===== src/rtl/assert_macros.svh =====
// assertion helpers, clocked on clk and held off during reset
`ifndef ASSERT_MACROS_SVH
`define ASSERT_MACROS_SVH

// same-cycle implication
`define ASSERT_IMP(label, ante, cons, msg) \
  label: assert property (@(posedge clk) disable iff (!rst_n) (ante) |-> (cons)) \
    else $error(msg);

// next-cycle implication
`define ASSERT_NXT(label, ante, cons, msg) \
  label: assert property (@(posedge clk) disable iff (!rst_n) (ante) |=> (cons)) \
    else $error(msg);

`endif


===== src/rtl/bsm_pkg.sv =====
`default_nettype none
package bsm_pkg;

  localparam int IN_W          = 32;
  localparam int PROD_W        = 64;
  localparam int WIDTH_DEFAULT = 32;

  typedef enum logic [1:0] {
    OP_NONE,
    OP_ADD,
    OP_SUB
  } booth_op_t;

  // radix-2 booth recoding of the current and previous multiplier bits
  function automatic booth_op_t booth_decode(input logic q0, input logic qp);
    booth_op_t op;
    unique case ({q0, qp})
      2'b10:   op = OP_SUB;
      2'b01:   op = OP_ADD;
      default: op = OP_NONE;
    endcase
    return op;
  endfunction

endpackage
`default_nettype wire


===== src/rtl/bsm_step.sv =====
`default_nettype none
module bsm_step #(
  parameter int WIDTH = bsm_pkg::WIDTH_DEFAULT
) (
  input  wire logic             clk,
  input  wire logic             rst_n,
  input  wire logic             up_valid,
  output      logic             up_ready,
  input  wire logic [WIDTH:0]   up_acc,
  input  wire logic [WIDTH-1:0] up_q,
  input  wire logic             up_qp,
  input  wire logic [WIDTH-1:0] up_m,
  input  wire logic             dn_ready,
  output      logic             dn_valid,
  output      logic [WIDTH:0]   dn_acc,
  output      logic [WIDTH-1:0] dn_q,
  output      logic             dn_qp,
  output      logic [WIDTH-1:0] dn_m
);

  logic                 valid_r, valid_nxt;
  logic [WIDTH:0]       acc_r, acc_nxt;
  logic [WIDTH-1:0]     q_r, q_nxt;
  logic                 qp_r, qp_nxt;
  logic [WIDTH-1:0]     m_r;
  logic [WIDTH:0]       m_ext;
  logic [WIDTH:0]       sum;
  bsm_pkg::booth_op_t   op;

  assign up_ready = !valid_r || dn_ready;

  always_comb begin
    m_ext = {up_m[WIDTH-1], up_m};
    op    = bsm_pkg::booth_decode(up_q[0], up_qp);
    case (op)
      bsm_pkg::OP_ADD: sum = up_acc + m_ext;
      bsm_pkg::OP_SUB: sum = up_acc - m_ext;
      default:         sum = up_acc;
    endcase
    // arithmetic shift right of {acc, q, qp}
    acc_nxt   = {sum[WIDTH], sum[WIDTH:1]};
    q_nxt     = {sum[0], up_q[WIDTH-1:1]};
    qp_nxt    = up_q[0];
    valid_nxt = up_ready ? up_valid : valid_r;
  end

  always_ff @(posedge clk) begin
    if (!rst_n) begin
      valid_r <= 1'b0;
    end else begin
      valid_r <= valid_nxt;
    end
  end

  always_ff @(posedge clk) begin
    if (up_valid && up_ready) begin
      acc_r <= acc_nxt;
      q_r   <= q_nxt;
      qp_r  <= qp_nxt;
      m_r   <= up_m;
    end
  end

  assign dn_valid = valid_r;
  assign dn_acc   = acc_r;
  assign dn_q     = q_r;
  assign dn_qp    = qp_r;
  assign dn_m     = m_r;

endmodule
`default_nettype wire


===== config.mk =====
export PLATFORM = sky130hd
export DESIGN_NAME = bsm_step
export DESIGN_NICKNAME = d
export VERILOG_FILES = /design/src/rtl/assert_macros.svh /design/src/rtl/bsm_pkg.sv /design/src/rtl/bsm_step.sv
export SDC_FILE = /design/constraint.sdc
export NUM_CORES = 1
export LEC_CHECK = 0
export BUFFER_PORTS_ARGS = -buffer_cell sky130_fd_sc_hd__clkbuf_2
export CAP_MARGIN = 20
export CORE_UTILIZATION = 46
export CTS_CLUSTER_SIZE = 20
export DETAILED_ROUTE_END_ITERATION = 16
export PLACE_DENSITY = 0.8
export SLEW_MARGIN = 10
export SYNTH_ARGS = -nofsm -noshare
export SYNTH_HDL_FRONTEND = slang
export SYNTH_SLANG_ARGS = --single-unit

===== constraint.sdc =====
create_clock -name clk -period 3.8 [get_ports clk]
set_clock_uncertainty 0.1 [all_clocks]
set_input_delay 0.19 -clock clk [delete_from_list [all_inputs] [get_ports clk]]
set_output_delay 0.19 -clock clk [all_outputs]
set_load 0.01 [all_outputs]

==> results_dict.tcl <==
set metrics [dict create \
    routed_wl_um 17000 \
    post-route-min-period_ps 3790 \
    grt_start_max_net_pins 41 \
    seq_area_um2 2930 \
    synth_top_area_frac 0.502 \
    antenna_found_initial 0 \
    timing.hold.ws_ps 16.8 \
    pwr_density_cell_nw_per_um2 389 \
    nFillCells 877 \
    hold_end "dn_m[20]" \
    die_area_um2 13100 \
    end_kind "flip-flop" \
    fmax_mhz 264 \
    max_cap_violations 0 \
    gr-usage-all-layers 0.266 \
    path_clk_slew_ps 70 \
    switching_share 0.312 \
    cts_max_path_buffers 2 \
    syn-instance-count 540 \
    crit_type "input pin to flip-flop" \
    clkPwrFrac 0.266 \
    arrival_ps 3800 \
    setup_viol 0 \
    row_count 40 \
    whs_path_depth 1 \
    multi_input_area_um2 2790 \
    rrSetupSlack_ps 1960 \
    totalPowerFinal_w 0.00331 \
    initial_utilization 0.477 \
    core_area_um2 12200 \
    yosys_warnings 0 \
    numClockSinks 98 \
    synth-edff-count 97 \
    leakage_nw 3.76 \
    synth.most_common_cell "edfxtp_1" \
    grt_pass1_wl_um 26700 \
    cp.required_ps 3810 \
    max_stage_delay_ps 550 \
    drive_above_1_share 0.395 \
    hold_path_class "input pin to flip-flop" \
    dp.final_hpwl_um 12800 \
    drc_errors 0 \
    routedWlPerCell_um 16.3 \
    area_growth_pct 46.7 \
    syn_area_per_cell_um2 10.7 \
    via_per_inst 5.30 \
    critPathMaxFanout 7 \
    rsz0062_at_grt "true" \
    dpl-instance-area_um2 7650 \
    yosysTopAreaCell "edfxtp_1" \
    tns_ps 0 \
    p_comb_frac 0.331 \
    nets 1008 \
    final_area_um2 8510 \
    finalHoldViolations 0 \
    synth_common_cells "edfxtp_1, a21oi_1, nand2_1, xnor2_1, o21ai_0" \
    period_share 0.997 \
    power.internal_w 0.00228 \
    ios 202 \
    synth_area_leaders "edfxtp_1, ha_1, xnor2_1, a21oi_1, o21ai_0" \
    cts_made_buffers 9 \
    num_vias 5528 \
    netlist_area_um2 5800 \
    cts-root-buf "clkbuf_16" \
    h-tree-depth 3 \
    min_from "up_m[20]" \
    worstMarginPinSlew_ps 490 \
    num_antenna_cells 0 \
    grt_pass1_vias 5544 \
    status "finished clean" \
    critPathTopFamily "simple AND/OR/NAND/NOR gates" \
    portBuffers 201 \
    seq_power_share 0.403 \
    die_h_um 114 \
    first_pass_iters 5 \
    fin_util 0.699 \
    critPathBufInv 1 \
    path_cells "buf_6 > or4_4 > nor3_4 > nor4b_4 > and2_4 > and3b_2 > a21oi_2 > xnor2_1 > ha_1 > and3_4 > nand3_4 > nor3_4 > a221oi_2 > a21oi_1 > a2111oi_2 > xnor2_1 > nand2_1 > xnor2_1" \
    synth_ff_type "edfxtp_1" \
    place.gp.congestion 0.886 \
    synth.distinct_cells 60 \
    clock_latency_ps 350 \
    maxSlewHeadroom 0.673 \
    syn-num-nets 677 \
    cts_tree "done" \
    overflow 0 \
    ir_drop_uv 190 \
    r2r-end "dn_m[28]" \
    r2r_start "dn_valid" \
    ys_ff_latch 98 \
    critical_path.most_common_cell "xnor2_1" \
    ys_async_sr_fraction 0 \
    p_sw_w 0.00103 \
    antenna_left 0 \
    drt_iter0_markers 399 \
    slew_viol_final 0 \
    synth.yosys.seq_area_share 0.506 \
    fp.dieW_um 114 \
    critPathLaunchType "input pin" \
    crit_path_top_delay_cell "or4_4" \
    r2r_cells 3 \
]
==> final cells by class <==
type                       count  share of cell area
clock inverter                 7             0.00691
clock buffer                   9              0.0265
inverter                      21             0.00927
sequential                    98               0.345
multi-input combinational    397               0.328
tap                          168              0.0247
timing repair buffer         344               0.259
==> through the flow <==
| stage | worst slack, ps | std cells |
|---|---|---|
| finish | 11.0 | 1044 |
| global route | -207 | 1044 |
| CTS | 27.6 | 1043 |
| detailed placement | -462 | 982 |
| global placement | -362 | 982 |
| floorplan | 32.3 | 540 |
==> cell usage in the layout, fill, tap and decap left out, types with 21 or more instances in the layout <==
| cell | instances |
|---|---|
| clkbuf_2 | 199 |
| inv_1 | 21 |
| a21oi_1 | 50 |
| nor2_1 | 30 |
| xnor2_1 | 44 |
| nand2_1 | 50 |
| dlygate4sd3_1 | 44 |
| buf_4 | 98 |
| ha_1 | 33 |
| edfxtp_1 | 97 |
| o21ai_0 | 38 |
==> metal layers <==
layer  vias to the layer above  track usage  share of wire
li1                       2667            -              -
met1                      2582        0.300           0.40
met2                       229        0.485           0.51
met3                        50       0.0482          0.061
met4                         0        0.127          0.035
met5                         -            0              0
==> power groups by stage <==
stage	Sequential, W	Clock (W)	Combinational [W]
detailed placement	0.00136	0	0.00101
finish	0.00134	0.000881	0.00109
CTS	0.00134	0.000890	0.00106
global placement	0.00136	0	0.000987
floorplan	0.00141	0	0.000515
global route	0.00134	0.000936	0.00120
==> worst register-to-register path: cells and delay by family, from the launching register on <==
family | cells | cell delay [ps]
flops | 1 | 310
buf+inv | 1 | 490
simple gates | 2 | 570
==> repair_timing <==
action | in CTS | in global routing
endpoints found under the setup margin | 3 | 10
gates cloned | 0 | 0
gates resized for setup | 1 | 23
endpoints found under the hold margin | 44 | 0
setup buffers | 0 | 2
hold buffers | 45 | 0
pin swaps | 0 | 15
==> sequential cells by signal, indices dropped and copies added, names as in the netlist <==
register and count:
dn_m 32, dn_q 32, dn_qp 1, dn_valid 1
dn_acc 32
==> worst max-delay path by stage <==
stage / startpoint / endpoint / slack, ps / depth (start not counted)
global route: up_m[13] / dn_acc[31] / -210 / 18
detailed placement: up_m[5] / dn_acc[31] / -460 / 20
floorplan: up_m[16] / dn_acc[31] / 30 / 18
finish: up_m[13] / dn_acc[31] / 10 / 18
CTS: up_m[17] / dn_acc[31] / 30 / 18
global placement: up_m[5] / dn_acc[26] / -360 / 18
==> cells by family (layout without fill, tap and decap cells) <==
group	Yosys count	in the layout	share of synthesized area
muxes	4	4	0.00712
buffers and inverters	45	381	0.0330
xor gates and xnor gates	58	58	0.0876
adders and majority gates	35	35	0.0768
AOI/OAI and AO/OA	151	151	0.158
and+or+nand+nor	149	149	0.132
DFF	98	98	0.506
(Power assumes the default switching activity.)
